[src/rtl/qbd_pkg.sv]
// qbd_pkg: shared types and constants of the quantized block dequantizer
// used by qbd_ctrl, qbd_fmul and quantized_block_dequantizer_unit
package qbd_pkg;

  localparam int MaxRowBlocks = 256;
  localparam int BlkW         = $clog2(MaxRowBlocks);
  localparam int BprW         = 9;
  localparam int IdxW         = 13;
  localparam int PosW         = 6;
  localparam int ProdW        = 18;

  localparam logic [1:0] CfgQuantFormat = 2'd0;
  localparam logic [1:0] CfgBlocksPerRow = 2'd1;

  localparam logic FmtQ4 = 1'b0;

  localparam logic [31:0] CanonNan = 32'h7FC0_0000;

  // one element waiting for the multiplier
  typedef struct packed {
    logic signed [7:0] q;
    logic [15:0]       scale;
    logic [IdxW-1:0]   idx;
    logic              last_blk;
    logic              last_row;
  } req_t;

  // product before normalization
  typedef struct packed {
    logic [ProdW-1:0] prod;
    logic [7:0]       exp_base;
    logic             sign;
    logic             is_nan;
    logic             is_inf;
    logic [IdxW-1:0]  idx;
    logic             last_blk;
    logic             last_row;
  } prod_t;

endpackage

[src/rtl/qbd_ctrl.sv]
// qbd_ctrl: byte sequencer, scale capture and held high nibbles
// depends on qbd_pkg
module qbd_ctrl (
  input  logic                  clk,
  input  logic                  rst_n,
  input  logic                  cfg_we,
  input  logic [1:0]            cfg_index,
  input  logic [8:0]            cfg_wdata,
  input  logic                  in_tvalid,
  output logic                  in_tready,
  input  logic [7:0]            in_tdata,
  output logic                  req_valid,
  output qbd_pkg::req_t         req,
  input  logic                  req_ready
);

  logic                          fmt_r;
  logic [qbd_pkg::BprW-1:0]      bpr_r;
  logic [qbd_pkg::PosW-1:0]      pos_r;
  logic [15:0]                   scale_r;
  logic [3:0]                    held_r [16];
  logic [qbd_pkg::BlkW-1:0]      blk_r;
  logic                          drain_r;
  logic [3:0]                    cnt_r;
  logic                          req_valid_r;
  qbd_pkg::req_t                 req_r;

  logic                          slot_free;
  logic                          acc;
  logic                          issue_drain;
  logic [qbd_pkg::BprW-1:0]      eff_blocks;
  logic                          row_end;
  logic [qbd_pkg::PosW-1:0]      j;
  logic                          data_byte;
  logic                          q4_last;
  logic                          q8_last;
  logic [qbd_pkg::IdxW-1:0]      blk_base;

  assign slot_free   = !req_valid_r || req_ready;
  assign in_tready   = !drain_r && slot_free;
  assign acc         = in_tvalid && in_tready;
  assign issue_drain = drain_r && slot_free;

  always_comb begin
    if (bpr_r == '0) begin
      eff_blocks = qbd_pkg::BprW'(1);
    end else if (bpr_r > qbd_pkg::BprW'(qbd_pkg::MaxRowBlocks)) begin
      eff_blocks = qbd_pkg::BprW'(qbd_pkg::MaxRowBlocks);
    end else begin
      eff_blocks = bpr_r;
    end
  end

  assign row_end   = (qbd_pkg::BprW'(blk_r) + qbd_pkg::BprW'(1)) >= eff_blocks;
  assign j         = pos_r - qbd_pkg::PosW'(2);
  assign data_byte = pos_r >= qbd_pkg::PosW'(2);
  assign q4_last   = (fmt_r == qbd_pkg::FmtQ4) && (j == qbd_pkg::PosW'(15));
  assign q8_last   = (fmt_r != qbd_pkg::FmtQ4) && (j == qbd_pkg::PosW'(31));
  assign blk_base  = {blk_r, 5'd0};

  // end of block bookkeeping shared by both formats
  logic end_blk;
  assign end_blk = (issue_drain && cnt_r == 4'd15) || (acc && data_byte && q8_last);

  always_ff @(posedge clk) begin
    if (!rst_n) begin
      fmt_r   <= 1'b0;
      bpr_r   <= qbd_pkg::BprW'(1);
      pos_r   <= '0;
      scale_r <= '0;
      blk_r   <= '0;
      drain_r <= 1'b0;
      cnt_r   <= '0;
    end else if (cfg_we) begin
      if (cfg_index == qbd_pkg::CfgQuantFormat) begin
        fmt_r <= cfg_wdata[0];
        pos_r <= '0;
        blk_r <= '0;
        drain_r <= 1'b0;
      end else if (cfg_index == qbd_pkg::CfgBlocksPerRow) begin
        bpr_r <= cfg_wdata;
        pos_r <= '0;
        blk_r <= '0;
        drain_r <= 1'b0;
      end
    end else begin
      if (acc) begin
        if (pos_r == '0) begin
          scale_r[7:0] <= in_tdata;
          pos_r <= qbd_pkg::PosW'(1);
        end else if (pos_r == qbd_pkg::PosW'(1)) begin
          scale_r[15:8] <= in_tdata;
          pos_r <= qbd_pkg::PosW'(2);
        end else if (q4_last) begin
          drain_r <= 1'b1;
          cnt_r   <= '0;
        end else if (!q8_last) begin
          pos_r <= pos_r + qbd_pkg::PosW'(1);
        end
      end
      if (issue_drain) begin
        cnt_r <= cnt_r + 4'd1;
        if (cnt_r == 4'd15) begin
          drain_r <= 1'b0;
        end
      end
      if (end_blk) begin
        pos_r <= '0;
        blk_r <= row_end ? '0 : blk_r + qbd_pkg::BlkW'(1);
      end
    end
  end

  // high nibble store, only read after all entries of the block are written
  always_ff @(posedge clk) begin
    if (acc && data_byte && fmt_r == qbd_pkg::FmtQ4) begin
      held_r[j[3:0]] <= in_tdata[7:4];
    end
  end

  always_ff @(posedge clk) begin
    if (!rst_n) begin
      req_valid_r <= 1'b0;
    end else if (issue_drain) begin
      req_valid_r <= 1'b1;
    end else if (acc && data_byte) begin
      req_valid_r <= 1'b1;
    end else if (req_ready) begin
      req_valid_r <= 1'b0;
    end
  end

  always_ff @(posedge clk) begin
    if (issue_drain) begin
      req_r.q        <= $signed({4'd0, held_r[cnt_r]}) - 8'sd8;
      req_r.scale    <= scale_r;
      req_r.idx      <= blk_base + qbd_pkg::IdxW'({1'b1, cnt_r});
      req_r.last_blk <= cnt_r == 4'd15;
      req_r.last_row <= (cnt_r == 4'd15) && row_end;
    end else if (acc && data_byte) begin
      if (fmt_r == qbd_pkg::FmtQ4) begin
        req_r.q <= $signed({4'd0, in_tdata[3:0]}) - 8'sd8;
      end else begin
        req_r.q <= $signed(in_tdata);
      end
      req_r.scale    <= scale_r;
      req_r.idx      <= blk_base + qbd_pkg::IdxW'(j[4:0]);
      req_r.last_blk <= q8_last;
      req_r.last_row <= q8_last && row_end;
    end
  end

  assign req_valid = req_valid_r;
  assign req       = req_r;

endmodule

[src/rtl/qbd_fmul.sv]
// qbd_fmul: exact quantized value times fp16 scale into fp32, two stages
// depends on qbd_pkg
module qbd_fmul (
  input  logic                       clk,
  input  logic                       rst_n,
  input  logic                       req_valid,
  input  qbd_pkg::req_t              req,
  output logic                       req_ready,
  output logic                       out_valid,
  output logic [31:0]                out_value,
  output logic [qbd_pkg::IdxW-1:0]   out_idx,
  output logic                       out_last_blk,
  output logic                       out_last_row,
  input  logic                       out_ready
);

  logic           s1_valid_r;
  qbd_pkg::prod_t s1_r;
  qbd_pkg::prod_t s1_nxt;
  logic           o_valid_r;
  logic [31:0]    o_value_r;
  logic [qbd_pkg::IdxW-1:0] o_idx_r;
  logic           o_lb_r;
  logic           o_lr_r;

  logic           o_free;
  logic           s1_free;

  assign o_free    = !o_valid_r || out_ready;
  assign s1_free   = !s1_valid_r || o_free;
  assign req_ready = s1_free;

  // stage one: integer product of magnitudes
  logic [4:0]  h_ex;
  logic [9:0]  h_man;
  logic [10:0] m;
  logic [7:0]  qmag;
  always_comb begin
    h_ex  = req.scale[14:10];
    h_man = req.scale[9:0];
    m     = (h_ex == 5'd0) ? {1'b0, h_man} : {1'b1, h_man};
    qmag  = req.q[7] ? 8'(-req.q) : 8'(req.q);
    s1_nxt.prod     = qbd_pkg::ProdW'(qmag) * qbd_pkg::ProdW'(m);
    s1_nxt.exp_base = (h_ex == 5'd0) ? 8'd103 : 8'(h_ex) + 8'd102;
    s1_nxt.sign     = req.q[7] ^ req.scale[15];
    s1_nxt.is_nan   = (h_ex == 5'd31) && ((h_man != '0) || (req.q == '0));
    s1_nxt.is_inf   = (h_ex == 5'd31) && (h_man == '0) && (req.q != '0);
    s1_nxt.idx      = req.idx;
    s1_nxt.last_blk = req.last_blk;
    s1_nxt.last_row = req.last_row;
  end

  always_ff @(posedge clk) begin
    if (!rst_n) begin
      s1_valid_r <= 1'b0;
    end else if (s1_free) begin
      s1_valid_r <= req_valid;
    end
  end

  always_ff @(posedge clk) begin
    if (s1_free && req_valid) begin
      s1_r <= s1_nxt;
    end
  end

  // stage two: leading one search and packing
  logic [4:0]  msb;
  logic [40:0] shifted;
  logic [31:0] value_nxt;
  always_comb begin
    msb = '0;
    for (int i = 0; i < qbd_pkg::ProdW; i++) begin
      if (s1_r.prod[i]) begin
        msb = 5'(i);
      end
    end
    shifted = 41'(s1_r.prod) << (5'd23 - msb);
    if (s1_r.is_nan) begin
      value_nxt = qbd_pkg::CanonNan;
    end else if (s1_r.is_inf) begin
      value_nxt = {s1_r.sign, 8'hFF, 23'd0};
    end else if (s1_r.prod == '0) begin
      value_nxt = {s1_r.sign, 31'd0};
    end else begin
      value_nxt = {s1_r.sign, s1_r.exp_base + 8'(msb), shifted[22:0]};
    end
  end

  always_ff @(posedge clk) begin
    if (!rst_n) begin
      o_valid_r <= 1'b0;
    end else if (o_free) begin
      o_valid_r <= s1_valid_r;
    end
  end

  always_ff @(posedge clk) begin
    if (o_free && s1_valid_r) begin
      o_value_r <= value_nxt;
      o_idx_r   <= s1_r.idx;
      o_lb_r    <= s1_r.last_blk;
      o_lr_r    <= s1_r.last_row;
    end
  end

  assign out_valid    = o_valid_r;
  assign out_value    = o_value_r;
  assign out_idx      = o_idx_r;
  assign out_last_blk = o_lb_r;
  assign out_last_row = o_lr_r;

endmodule

[src/rtl/quantized_block_dequantizer_unit.sv]
// quantized_block_dequantizer_unit: top level of the row dequantizer
// depends on qbd_pkg, qbd_ctrl and qbd_fmul
//
// usage:
//   the in_ stream carries one byte of a compressed row per beat, in stored
//   order; each block opens with a little-endian fp16 scale, then 16 packed
//   nibble bytes (four-bit format) or 32 signed bytes (eight-bit format)
//   the out_ stream gives one fp32 element per beat with its index in the row;
//   tuser marks the last element of a block, tlast the last one of the row
//   the cfg_ port writes quant_format (index 0) and blocks_per_row (index 1); a write
//   to either restarts the row; user writes only while the block is idle, unenforced
// path: a data byte passes the request, stage one and output registers to out_
// throughput: one beat per cycle on each side while out_tready stays high and no
//   drain is running; the last nibble byte of a block also releases the 16 held
//   high elements, one per cycle from the element request register, and
//   in_tready stays low until all of them are issued
// reset: rst_n clears the sequencer to the start of a row, format four-bit,
//   one block per row; the held nibbles need no reset
// stall: a low out_tready holds the output register; the multiplier stages
//   and the request register keep filling until full, then in_tready drops
module quantized_block_dequantizer_unit (
  input  logic        clk,
  input  logic        rst_n,
  input  logic        cfg_we,
  input  logic [1:0]  cfg_index,
  input  logic [8:0]  cfg_wdata,
  input  logic        in_tvalid,
  output logic        in_tready,
  input  logic [7:0]  in_tdata,   // row_byte[7:0]
  output logic        out_tvalid,
  input  logic        out_tready,
  output logic [47:0] out_tdata,  // value_bits[31:0], element_index[44:32], zero fill
  output logic        out_tuser,  // last_in_block
  output logic        out_tlast   // last_in_row
);

  logic                      req_valid;
  qbd_pkg::req_t             req;
  logic                      req_ready;
  logic [31:0]               value;
  logic [qbd_pkg::IdxW-1:0]  idx;

  qbd_ctrl u_ctrl (
    .clk       (clk),
    .rst_n     (rst_n),
    .cfg_we    (cfg_we),
    .cfg_index (cfg_index),
    .cfg_wdata (cfg_wdata),
    .in_tvalid (in_tvalid),
    .in_tready (in_tready),
    .in_tdata  (in_tdata),
    .req_valid (req_valid),
    .req       (req),
    .req_ready (req_ready)
  );

  qbd_fmul u_fmul (
    .clk          (clk),
    .rst_n        (rst_n),
    .req_valid    (req_valid),
    .req          (req),
    .req_ready    (req_ready),
    .out_valid    (out_tvalid),
    .out_value    (value),
    .out_idx      (idx),
    .out_last_blk (out_tuser),
    .out_last_row (out_tlast),
    .out_ready    (out_tready)
  );

  assign out_tdata = {3'd0, idx, value};

endmodule

[config.mk]
export PLATFORM = sky130hd
export DESIGN_NAME = quantized_block_dequantizer_unit
export DESIGN_NICKNAME = d
export VERILOG_FILES = /design/src/rtl/qbd_pkg.sv /design/src/rtl/qbd_ctrl.sv /design/src/rtl/qbd_fmul.sv /design/src/rtl/quantized_block_dequantizer_unit.sv
export SDC_FILE = /design/constraint.sdc
export NUM_CORES = 1
export LEC_CHECK = 0
export BUFFER_PORTS_ARGS = -buffer_cell sky130_fd_sc_hd__buf_2
export CAP_MARGIN = 20
export CELL_PAD_IN_SITES_DETAIL_PLACEMENT = 0
export CELL_PAD_IN_SITES_GLOBAL_PLACEMENT = 1
export CORE_MARGIN = 1
export CORE_UTILIZATION = 50
export DETAILED_ROUTE_END_ITERATION = 10
export GPL_TIMING_DRIVEN = 1
export HOLD_SLACK_MARGIN = 0.06
export PLACE_DENSITY = 0.84
export SLEW_MARGIN = 20
export SYNTH_ARGS = -nofsm -noshare
export SYNTH_HDL_FRONTEND = slang
export SYNTH_SLANG_ARGS = --single-unit
[constraint.sdc]
create_clock -name clk -period 7.6 [get_ports clk]
set_clock_uncertainty 0.15 [all_clocks]
set_input_delay 0 -clock clk [delete_from_list [all_inputs] [get_ports clk]]
set_output_delay 0 -clock clk [all_outputs]
set_load 0.05 [all_outputs]
### Word level (Yosys, flattened, before mapping)

Memory sizes are Yosys's and may differ from the RTL's. A register that Yosys moved wholly into a read port is not among the register bits.
Index checks and enable logic that the tools add are counted.
Widths: inputs -> output; s select.

| storage, ports and cells | value |
|---|---|
| output and inout bits | 52 |
| logic and storage cells | 175 |
| bits of input ports | 24 |
| memory bits (writable) | 64 |
| register bits after elaboration | 178 |
| memories | 1 |

Memories:

| name | words | width | read ports | clocked after Yosys merged registers in | wr ports | RTL line | text |
|---|---|---|---|---|---|---|---|
| u_ctrl.held_r | 16 | 4 | 1 | 1 | 1 | qbd_ctrl.sv:21 | `logic [3:0] held_r [16];` |

| operators by class | value |
|---|---|
| eq/ne operators | 11 |
| shifts and indexed selects | 1 |
| multiply operators | 1 |
| order comparisons | 3 |
| mux-type cells | 61 |
| reduce and logical (&&, ||, !) cells | 49 |
| bitwise logic cells | 5 |
| $add $sub $neg | 13 |

Operators with widths:

| operator | count |
|---|---|
| $mux 39 | 2 |
| $mux 4 | 15 |
| $mux 8 | 7 |
| $mux 6 | 9 |
| $mux 31 | 1 |
| $add 13x5->13 | 2 |
| $mux 23 | 1 |
| $shl 18x5->23 | 1 |
| $logic_not 18->1 | 1 |
| $mul 8x11->18 | 1 |
| $mux 9 | 2 |
| $logic_and 1x1->1 | 16 |
| $mux 1 | 15 |
| $mux 3 | 4 |
| $mux 11 | 1 |
| $logic_not 10->1 | 1 |
| $mux 5 | 2 |
| $ne 5x5->1 const B | 2 |
| $reduce_bool 10->1 | 1 |
| $sub 4x4->5 const B | 2 |
| $add 8x1->9 const B | 1 |
| $ge 9x9->1 | 1 |
| $gt 9x9->1 const B | 1 |
| $logic_not 9->1 | 1 |
| 35 further kinds | 54 |

### Depth between registers and ports, before layout

Gate-level depths: netlist of the first run.

| depth | value |
|---|---|
| depth in word-level cells | 21 |
| gate-level depth with buffers | 24 |
| depth with buffers taken out | 23 |

### Modules after synthesis

From an unflattened synthesis of the first run, not the netlist that was laid out.

| unflattened totals | value |
|---|---|
| cells, all modules | 1198 |
| area, all modules | 13719.4 µm² |

By module, submodules not included:

| module | area each (µm²) | cells an instance | instances | sequential area each (µm²) |
|---|---|---|---|---|
| qbd_fmul | 7208.2 | 691 | 1 | 2772.7 |
| qbd_ctrl | 6485.0 | 503 | 1 | 4093.9 |
| quantized_block_dequantizer_unit | 26.3 | 4 | 1 | 0.0 |

### Least setup slack after synthesis of the first run

OpenSTA, ideal clock, no wires.

| timing | value |
|---|---|
| path type | flip-flop to flip-flop |
| start | register u_ctrl.req_r (netlist bit u_ctrl.req[31]) |
| end | register u_fmul.s1_r[42] (netlist name) (data pin) |
| data required time | 7192 ps |
| stages on the path, launching flop included | 24 |
| clock period less this slack | 5779 ps |
| arrival | 5371 ps |
| path buffers | 2 |
| slack | 1821 ps |
| setup time | 258 ps |
| cell sequence | edfxtp_1 -> clkbuf_1 -> inv_1 -> ha_1 -> nand2b_1 -> or2_2 -> nand2_1 -> xor2_1 -> clkbuf_1 -> nor2b_1 -> fa_1 -> fa_1 -> fa_1 -> inv_1 -> fa_1 -> inv_1 -> ha_1 -> a21oi_1 -> o21ai_0 -> a41o_1 -> o41ai_1 -> o21bai_1 -> a21oi_1 -> xnor2_1 |

RTL lines:

| element | RTL line | text |
|---|---|---|
| start, declared | qbd_ctrl.sv:26 | `qbd_pkg::req_t req_r;` |
| end signal, assigned | qbd_fmul.sv:63 | `s1_r <= s1_nxt;` |
| end, declared | qbd_fmul.sv:18 | `qbd_pkg::prod_t s1_r;` |

==> qor.yml, run 1 <==
placement:
  place_area_um2: 14420
  preCtsSetupSlack_ns: 1.245
  port_buffers: 72
  gp_congestion: 0.9457
  hpwlAfterDp_mm: 20.25
worst_setup_path:
  worst_path_largest_cell_delay_ns: 0.66
  path_class: "reg2reg"
  reg2reg_depth: 18
  setup.worst_path.start_class: "flop"
  critPathSlowestCell: "xor2_1"
  r2r_slack_ns: 1.20
  crit_required_ns: 7.72
  end_kind: "flop"
  crit_fanout: 12
  crit_chain: "or3_1 > o31ai_1 > xor2_1 > nor2b_1 > fa_1 > fa_1 > fa_1 > inv_1 > fa_1 > inv_1 > ha_1 > a21oi_1 > o21ai_0 > a41o_1 > o41ai_1 > o21bai_1 > a21oi_1 > xnor2_1"
  worstSetupStartpoint: "u_ctrl.req[31]"
  path_common_cell: "fa_1"
  r2r-end: "u_fmul.s1_r[42]"
  worstPathArrival_ns: 6.52
  r2r_start: "u_ctrl.req[31]"
timing:
  final_min_period_over_clock_period_pct: 84.27
  setup_viol: 0
  finalHoldViolCount: 0
  drv_slew: 0
  finalCriticalPeriod_ns: 6.405
  fmax_mhz: 156.1
  tightest_slew_ns: 0.9387
  layout_setup_ws_ns: 1.195
  max_slew_margin_pct: 36.94
  fin_tns_setup_ns: 0
  rsz0062_at_grt: "no"
clock_network:
  clock_sinks: 246
  clock_path_buffers: 3
  root_buffer: "clkbuf_16"
  cts_tree: "built"
  cts-resized-gates: 0
  numCtsBuffers: 25
  h-tree-depth: 1
  clkSlewWorstSetupHoldPaths_ns: 0.07
  postCtsSetupBuffers: 0
  worstSkewPairLatency_ns: 0.53
drt:
  wire_per_inst_um: 17.15
  drtIter0Drc: 701
  ant_nets: 0
  drc: 0
  num_vias: 8940
  drt_pre_antenna_iters: 5
  routed_via_density: 5.402
  totalWireLength_mm: 28.38
finish:
  layout-drive-gt1-share_pct: 12.33
  stdcell_area_um2: 15560
  fillers: 2233
  post-route-util_pct: 57.74
  layout.nets: 1434
  n_antenna_cell: 0
  syn2layout_area_growth_pct: 13.55
grt:
  grt_overflow: 0
  grt_pass1_vias: 9281
  grtUsageTotal_pct: 20.79
  antenna_found_initial: 0
  grt_max_degree: 48
  grt_pass1_wl_mm: 46.80
yosys:
  ys_top_cells_by_area: "edfxtp_1 (43%), fa_1 (7.9%), dfxtp_1 (7.6%)"
  ys_types: 80
  synth-seq-area-share_pct: 50.10
  synthCells: 1184
  synth_ff_type: "edfxtp_1"
  synth_area_um2: 13700
  synth.cells.most_frequent: "edfxtp_1 (194), inv_1 (109), nand2_1 (108)"
  async_flop_share_pct: 0
  yosysWarnings: 0
  synth_edf_count: 194
  ys_seq_elements: 246
  synthMostInstantiatedCell: "edfxtp_1"
  yosys.area.top_type: "edfxtp_1"
  synth_top_area_share_pct: 42.51
  synth_area_per_cell_um2: 11.57
floorplan:
  dieArea_um2: 28070
  ioPinCount: 76
  rows: 60
  chipWidth_um: 167.6
  core_area_um2: 26950
  fp.dieH_um: 167.6
  floorplan.initialDensity_pct: 50.85
pwr:
  peakVddDrop_uv: 246.9
  power.density_nw_per_um2: 189.4
  p_leak_nw: 6.166
  finalPower_mw: 2.948
hold_path:
  hold_depth: 4
  whs_endpoint: "u_ctrl.scale_r[9]"
  worstHoldStart: "in_tdata[1]"
  hold_path.class: "in2reg"
flow_run:
  max_cap_violations: 0
outcome:
  status: "finished, final reports clean"
-- layout make-up --
class	count	area, um2	share of cell area, %
Clock inverter	8	71.32	0.4583
Inverter	112	420.4	2.702
Sequential cell	246	6868	44.13
Tap cell	341	426.7	2.742
Clock buffer	38	724.4	4.655
Multi-Input combinational cell	794	6275	40.32
Timing Repair Buffer	116	775.7	4.985
-- placed cells by master, fill, tap and decap left out, drive strengths merged, types with 7 or more instances in the layout --
| cell | instances |
|---|---|
| clkinv | 8 |
| ha | 61 |
| nand4 | 9 |
| xnor2 | 28 |
| dfxtp | 52 |
| buf | 82 |
| a21oi | 50 |
| o21a | 7 |
| clkbuf | 38 |
| conb | 9 |
| o31ai | 7 |
| nand3 | 15 |
| mux2i | 38 |
| and2 | 38 |
| mux4 | 21 |
| xor2 | 14 |
| nor2 | 84 |
| nor4 | 10 |
| nand2 | 109 |
| nor2b | 68 |
| edfxtp | 194 |
| fa | 54 |
| nor3 | 17 |
| o21ai | 35 |
| inv | 111 |
| or3 | 10 |
| dlygate4sd3 | 34 |
| nand2b | 22 |
-- cell families (layout without fill, tap and decap cells) --
kind of cell	after synthesis	in the layout	share of synthesized area [%]
buffers and inverters	152	274	4.464
DFF	246	246	50.11
muxes	61	61	6.391
and+or+nand+nor	403	403	15.02
other	1	9	0.02736
adders and majority gates	115	115	13.46
AOI/OAI and AO/OA	164	164	7.852
xor gates and xnor gates	42	42	2.684
-- worst max path at each step --
stage                                 end  slack (ns)
after global placement    u_fmul.s1_r[42]        1.38
after CTS                 u_fmul.s1_r[42]        1.21
after floorplan           u_fmul.s1_r[42]        1.82
final                     u_fmul.s1_r[42]        1.20
after global routing      u_fmul.s1_r[42]        0.86
after detailed placement  u_fmul.s1_r[42]        1.25
-- critical path, delay by kind of cell, from the launching register on --
family | cells | cell delay [ns]
adders and majority gates | 5 | 2.44
DFF | 1 | 0.56
buffers and inverters | 2 | 0.09
and+or+nand+nor | 2 | 0.62
AOI/OAI and AO/OA | 7 | 1.52
xor gates and xnor gates | 2 | 0.74
-- state kept, by name, indices dropped and copies added (netlist names), 6 cells and up, named ones only --
| name | flops |
|---|---|
| u_ctrl.scale_r | 16 |
| u_fmul.out_value | 32 |
| u_fmul.s1_r | 44 |
| u_fmul.out_idx | 13 |
| u_ctrl.blk_r | 8 |
| u_ctrl.req | 39 |
| u_ctrl.held_r | 64 |
| u_ctrl.pos_r | 6 |
| u_ctrl.bpr_r | 9 |
-- metrics by stage --
stage	cells	hold slack [ns]
floorplan	1192	-0.05113
global placement	1575	0.1029
detailed placement	1575	0.1014
CTS	1655	0.1729
global route	1655	0.1941
finish	1655	0.1998
-- metal layers --
layer  GRT usage, %  vias up  wire, um
met5              0        -         0
met4          5.505        0       603
met3          2.529       47      1151
met2          38.06      225     14630
met1          25.89     4301     12000
li1               -     4367         -
-- where the power goes --
part	leakage, nW	total (mW)	internal [mW]	switching (mW)
clock	0.393	1.19	0.691	0.496
sequential	2.19	1.48	1.47	0.0121
combinational	3.59	0.280	0.119	0.161
-- timing repair --
action | in CTS | in global routing
hold buffers | 34 | 0
endpoints found under the setup margin | 0 | 0
hold endpoints to repair | 117 | 0
Power figures use the tool's default switching activity.
==> run 2: changes to the inputs <==
- clock period: 7.6 -> 6.6 ns (I/O delays scaled with it)
==> qor.yml, run 2 (synthesis results as in run 1) <==
timing:
  rsz0062_at_grt: "no"
  layout_setup_ws_ns: 0.4674
  finalCriticalPeriod_ns: 6.133
  tightest_slew_ns: 0.9895
  setup_viol: 0
  final_min_period_over_clock_period_pct: 92.92
  fmax_mhz: 163.1
  fin_hold_ws_ns: 0.1920
  finalHoldViolCount: 0
  drv_slew: 0
  max_slew_margin_pct: 33.53
  fin_tns_setup_ns: 0
worst_setup_path:
  worstPathArrival_ns: 6.24
  crit_fanout: 11
  worstSetupStartpoint: "u_ctrl.req[31]"
  r2r_start: "u_ctrl.req[31]"
  r2r-end: "u_fmul.s1_r[42]"
  crit_buf_inv: 4
  reg2reg_depth: 22
  end_kind: "flop"
  worst_path_largest_cell_delay_ns: 0.80
  setup.worst_path.start_class: "flop"
  crit_end: "u_fmul.s1_r[42]"
  crit_required_ns: 6.71
  path_class: "reg2reg"
  crit_family: "adder cells"
  critPathSlowestCell: "xnor2_1"
  critical_path_cell_count: 22
  crit_chain: "inv_1 > ha_1 > nand2b_1 > o21ai_0 > xnor2_1 > nand2_1 > fa_1 > inv_1 > fa_1 > inv_1 > fa_1 > fa_1 > inv_1 > ha_1 > o21a_1 > a21oi_1 > o21ai_0 > a41o_1 > o41ai_1 > o21bai_1 > a21oi_1 > xnor2_1"
  r2r_slack_ns: 0.47
pwr:
  power.density_nw_per_um2: 225.7
  peakVddDrop_uv: 334.0
  p_leak_nw: 6.230
  finalPower_mw: 3.544
drt:
  wire_per_inst_um: 16.53
  num_vias: 9045
  drt_pre_antenna_iters: 7
  totalWireLength_mm: 27.43
  ant_nets: 0
  routed_via_density: 5.452
  drtIter0Drc: 524
  drc: 0
finish:
  fillers: 2162
  n_antenna_cell: 0
  layout-drive-gt1-share_pct: 13.05
  layout.cells.most_common: "edfxtp_1"
  mostFrequentLayoutCells: "edfxtp_1 (194), inv_1 (109), nand2_1 (108)"
  syn2layout_area_growth_pct: 14.59
  post-route-util_pct: 58.27
  largest_register_ffs: 64
  layout.nets: 1437
floorplan:
  dieArea_um2: 28070
  ioPinCount: 76
  chipWidth_um: 167.6
  floorplan.initialDensity_pct: 50.85
  core_area_um2: 26950
  fp.dieH_um: 167.6
  rows: 60
grt:
  use_met3_pct: 2.765
  met1_usage_pct: 25.60
  antenna_found_initial: 0
  grt.busiest_layer: "met2"
  grt_overflow: 0
  grt_pass1_vias: 9025
  grt_use_met2_pct: 35.92
  grt_max_degree: 48
  grt_pass1_wl_mm: 45.80
  grtUsageTotal_pct: 20.18
placement:
  preCtsSetupSlack_ns: 0.4804
  gp_congestion: 0.9242
  port_buffers: 72
  hpwlAfterDp_mm: 20.04
clock_network:
  postCtsSetupBuffers: 0
  clock_path_buffers: 3
  clock_sinks: 246
  cts_tree: "built"
  worstSkewPairLatency_ns: 0.53
  cts-resized-gates: 0
  clkSlewWorstSetupHoldPaths_ns: 0.06
  root_buffer: "clkbuf_16"
  numCtsBuffers: 26
  h-tree-depth: 1
hold_path:
  hold_depth: 4
  worstHoldStart: "in_tdata[2]"
  hold_path.class: "in2reg"
flow_run:
  max_cap_violations: 0
outcome:
  status: "finished, final reports clean"
[run 2: through the flow]
step	instances	instance area, um2
6_report	1659	15700
5_1_grt	1659	15700
4_1_cts	1659	15700
3_5_place_dp	1577	14440
3_3_place_gp	1577	14440
2_1_floorplan	1192	13730
[run 2: final cells by class]
type                            count  area (um2)  area share [%]
Inverter                          112       420.4           2.677
Clock inverter                     15       196.4           1.251
Tap cell                          341       426.7           2.717
Clock buffer                       33       726.9           4.629
Timing Repair Buffer              118       790.8           5.035
Sequential cell                   246        6868           43.73
Multi-Input combinational cell    794        6275           39.96
[run 2: power breakdown]
part / switching [mW] / internal (mW) / leakage [nW]
Sequential: 0.0136 / 1.69 / 2.19
Clock: 0.579 / 0.937 / 0.448
Combinational: 0.186 / 0.138 / 3.60
[run 2: repair_timing]
item,CTS,global route
hold endpoints to repair,117,0
setup endpoints to repair,0,0
hold buffers,34,0
[run 2: how the worst min path moves through the flow]
stage	to	slack [ns]
2_1_floorplan	u_ctrl.held_r[0][0]	-0.05
3_3_place_gp	u_ctrl.bpr_r[0]	0.10
3_5_place_dp	u_ctrl.bpr_r[0]	0.11
4_1_cts	u_ctrl.scale_r[2]	0.17
5_1_grt	u_ctrl.scale_r[2]	0.20
6_report	u_ctrl.scale_r[2]	0.19
[run 2: metal layers]
layer,part of all wire [%],wire length (um)
met1,43,11840
met2,50,13680
met3,4.5,1224
met4,2.5,692
met5,0,0
[run 2: tightest hold or removal path, stage by stage]
cell	delay [ns]
dlygate4sd3_1	0.53
buf_2	0.14
mux2i_1	0.07
nor2b_1	0.10
==> run 3: changes to the inputs <==
==> constraint.sdc (replaced) <==
create_clock -name clk -period 6.6 [get_ports clk]
set_clock_uncertainty 0.15 [all_clocks]
set_input_delay 0.99 -clock clk [delete_from_list [all_inputs] [get_ports clk]]
set_output_delay 0.99 -clock clk [all_outputs]
set_load 0.05 [all_outputs]
==> qor.yml, run 3 (synthesis results as in run 1) <==
drt:
  num_vias: 8919
  met2WireLength_mm: 13.37
  totalWireLength_mm: 27.08
  ant_nets: 0
  wl_met1_mm: 11.72
  drt_pre_antenna_iters: 5
  dr_wl_met3_mm: 1.268
  top_layer: "met4"
  drc: 0
  routed_via_density: 5.489
  drtIter0Drc: 527
  wire_per_inst_um: 16.66
outcome:
  status: "finished, final reports clean"
floorplan:
  floorplan.initialDensity_pct: 50.85
  core_area_um2: 26950
  dieArea_um2: 28070
  ioPinCount: 76
  fp.dieH_um: 167.6
  rows: 60
  chipWidth_um: 167.6
finish:
  fillers: 2190
  largest_register_ffs: 64
  mostFrequentLayoutCells: "edfxtp_1 (194), inv_1 (109), nand2_1 (108)"
  layout.nets: 1403
  layout-drive-gt1-share_pct: 13.40
  n_antenna_cell: 0
  syn2layout_area_growth_pct: 12.11
  layout.cells.most_common: "edfxtp_1"
  stdcell_area_um2: 15360
timing:
  setup_viol: 0
  finalCriticalPeriod_ns: 6.129
  drv_slew: 0
  max_slew_margin_pct: 32.93
  final_min_period_over_clock_period_pct: 92.87
  rsz0062_at_grt: "no"
  fin_tns_setup_ns: 0
  tightest_slew_ns: 0.9984
  finalHoldViolCount: 0
  fmax_mhz: 163.1
clock_network:
  clkSlewWorstSetupHoldPaths_ns: 0.06
  postCtsHoldBufs: 0
  numCtsBuffers: 26
  clock_sinks: 246
  cts_tree: "built"
  postCtsSetupBuffers: 0
  cts-resized-gates: 0
  clock_path_buffers: 3
  worstSkewPairLatency_ns: 0.54
  root_buffer: "clkbuf_16"
  h-tree-depth: 1
pwr:
  p_leak_nw: 6.063
  power.density_nw_per_um2: 229.9
  peakVddDrop_uv: 231.7
  finalPower_mw: 3.532
flow_run:
  max_cap_violations: 0
worst_setup_path:
  setup.worst_path.start_class: "flop"
  r2r_start: "u_ctrl.req[31]"
  end_kind: "flop"
  r2r-end: "u_fmul.s1_r[42]"
  crit_fanout: 11
  crit_required_ns: 6.71
  r2r_slack_ns: 0.47
  reg2reg_depth: 22
  path_class: "reg2reg"
  worstPathArrival_ns: 6.24
placement:
  port_buffers: 72
  hpwlAfterDp_mm: 20.04
  gp_congestion: 0.9242
  place_area_um2: 14440
grt:
  antenna_found_initial: 0
  grt_max_degree: 48
  grt_overflow: 0
  grtUsageTotal_pct: 19.84
  grt_pass1_wl_mm: 44.87
  grt_pass1_vias: 8820
hold_path:
  worstHoldStart: "u_fmul.s1_r[6]"
  hold_depth: 0
  hold_path.class: "reg2reg"
  whs_endpoint: "u_fmul.out_idx[4]"
-- run 3: worst max-delay path: stages (launching register included) --
cell	delay, ns
edfxtp_1	0.36
inv_1	0.06
ha_1	0.20
nand2b_1	0.09
o21ai_0	0.09
xnor2_1	0.79
nand2_1	0.18
fa_1	0.45
inv_1	0.09
fa_1	0.38
inv_1	0.08
fa_1	0.44
fa_1	0.54
inv_1	0.04
ha_1	0.33
o21a_1	0.14
a21oi_1	0.19
o21ai_0	0.15
a41o_1	0.28
o41ai_1	0.43
o21bai_1	0.11
a21oi_1	0.18
xnor2_1	0.09
-- run 3: metal layers --
layer,GRT usage (%),up-vias
met1,25.37,4308
met4,5.864,0
met3,2.836,58
met5,0,-
li1,-,4309
met2,34.96,244
-- run 3: worst max-delay path by stage --
stage | startpoint | endpoint | slack (ns) | cells past startpoint
after floorplan | u_ctrl.req[31] | u_fmul.s1_r[42] | 0.82 | 23
after global placement | u_ctrl.req[31] | u_fmul.s1_r[42] | 0.66 | 22
after detailed placement | u_ctrl.req[31] | u_fmul.s1_r[42] | 0.48 | 22
after CTS | u_ctrl.req[31] | u_fmul.s1_r[42] | 0.44 | 22
after global routing | u_ctrl.req[31] | u_fmul.s1_r[42] | 0.03 | 22
final | u_ctrl.req[31] | u_fmul.s1_r[42] | 0.47 | 22
-- run 3: through the flow --
step	utilization (%)	instances	worst slack [ns]	hold WS, ns
after floorplan	-	1192	0.8214	0.2503
after CTS	57.00	1625	0.4383	0.2585
after global routing	57.01	1625	0.02728	0.2724
after detailed placement	53.57	1577	0.4804	0.2545
final	57.01	1625	0.4706	0.2641
after global placement	53.57	1577	0.6647	0.2516
-- run 3: power breakdown --
| part | leakage (nW) | total [mW] | internal, mW | switching, mW |
|---|---|---|---|---|
| clock network | 0.448 | 1.52 | 0.937 | 0.581 |
| logic | 3.43 | 0.310 | 0.126 | 0.183 |
| registers | 2.19 | 1.70 | 1.69 | 0.0135 |
-- run 3: final cells by class --
class | instances | area (um2) | area share [%]
inverter | 112 | 420.4 | 2.736
multi-input combinational | 794 | 6275 | 40.84
timing repair buffer | 84 | 450.4 | 2.932
clock inverter | 15 | 196.4 | 1.279
clock buffer | 33 | 726.9 | 4.732
sequential | 246 | 6868 | 44.70
tap | 341 | 426.7 | 2.777
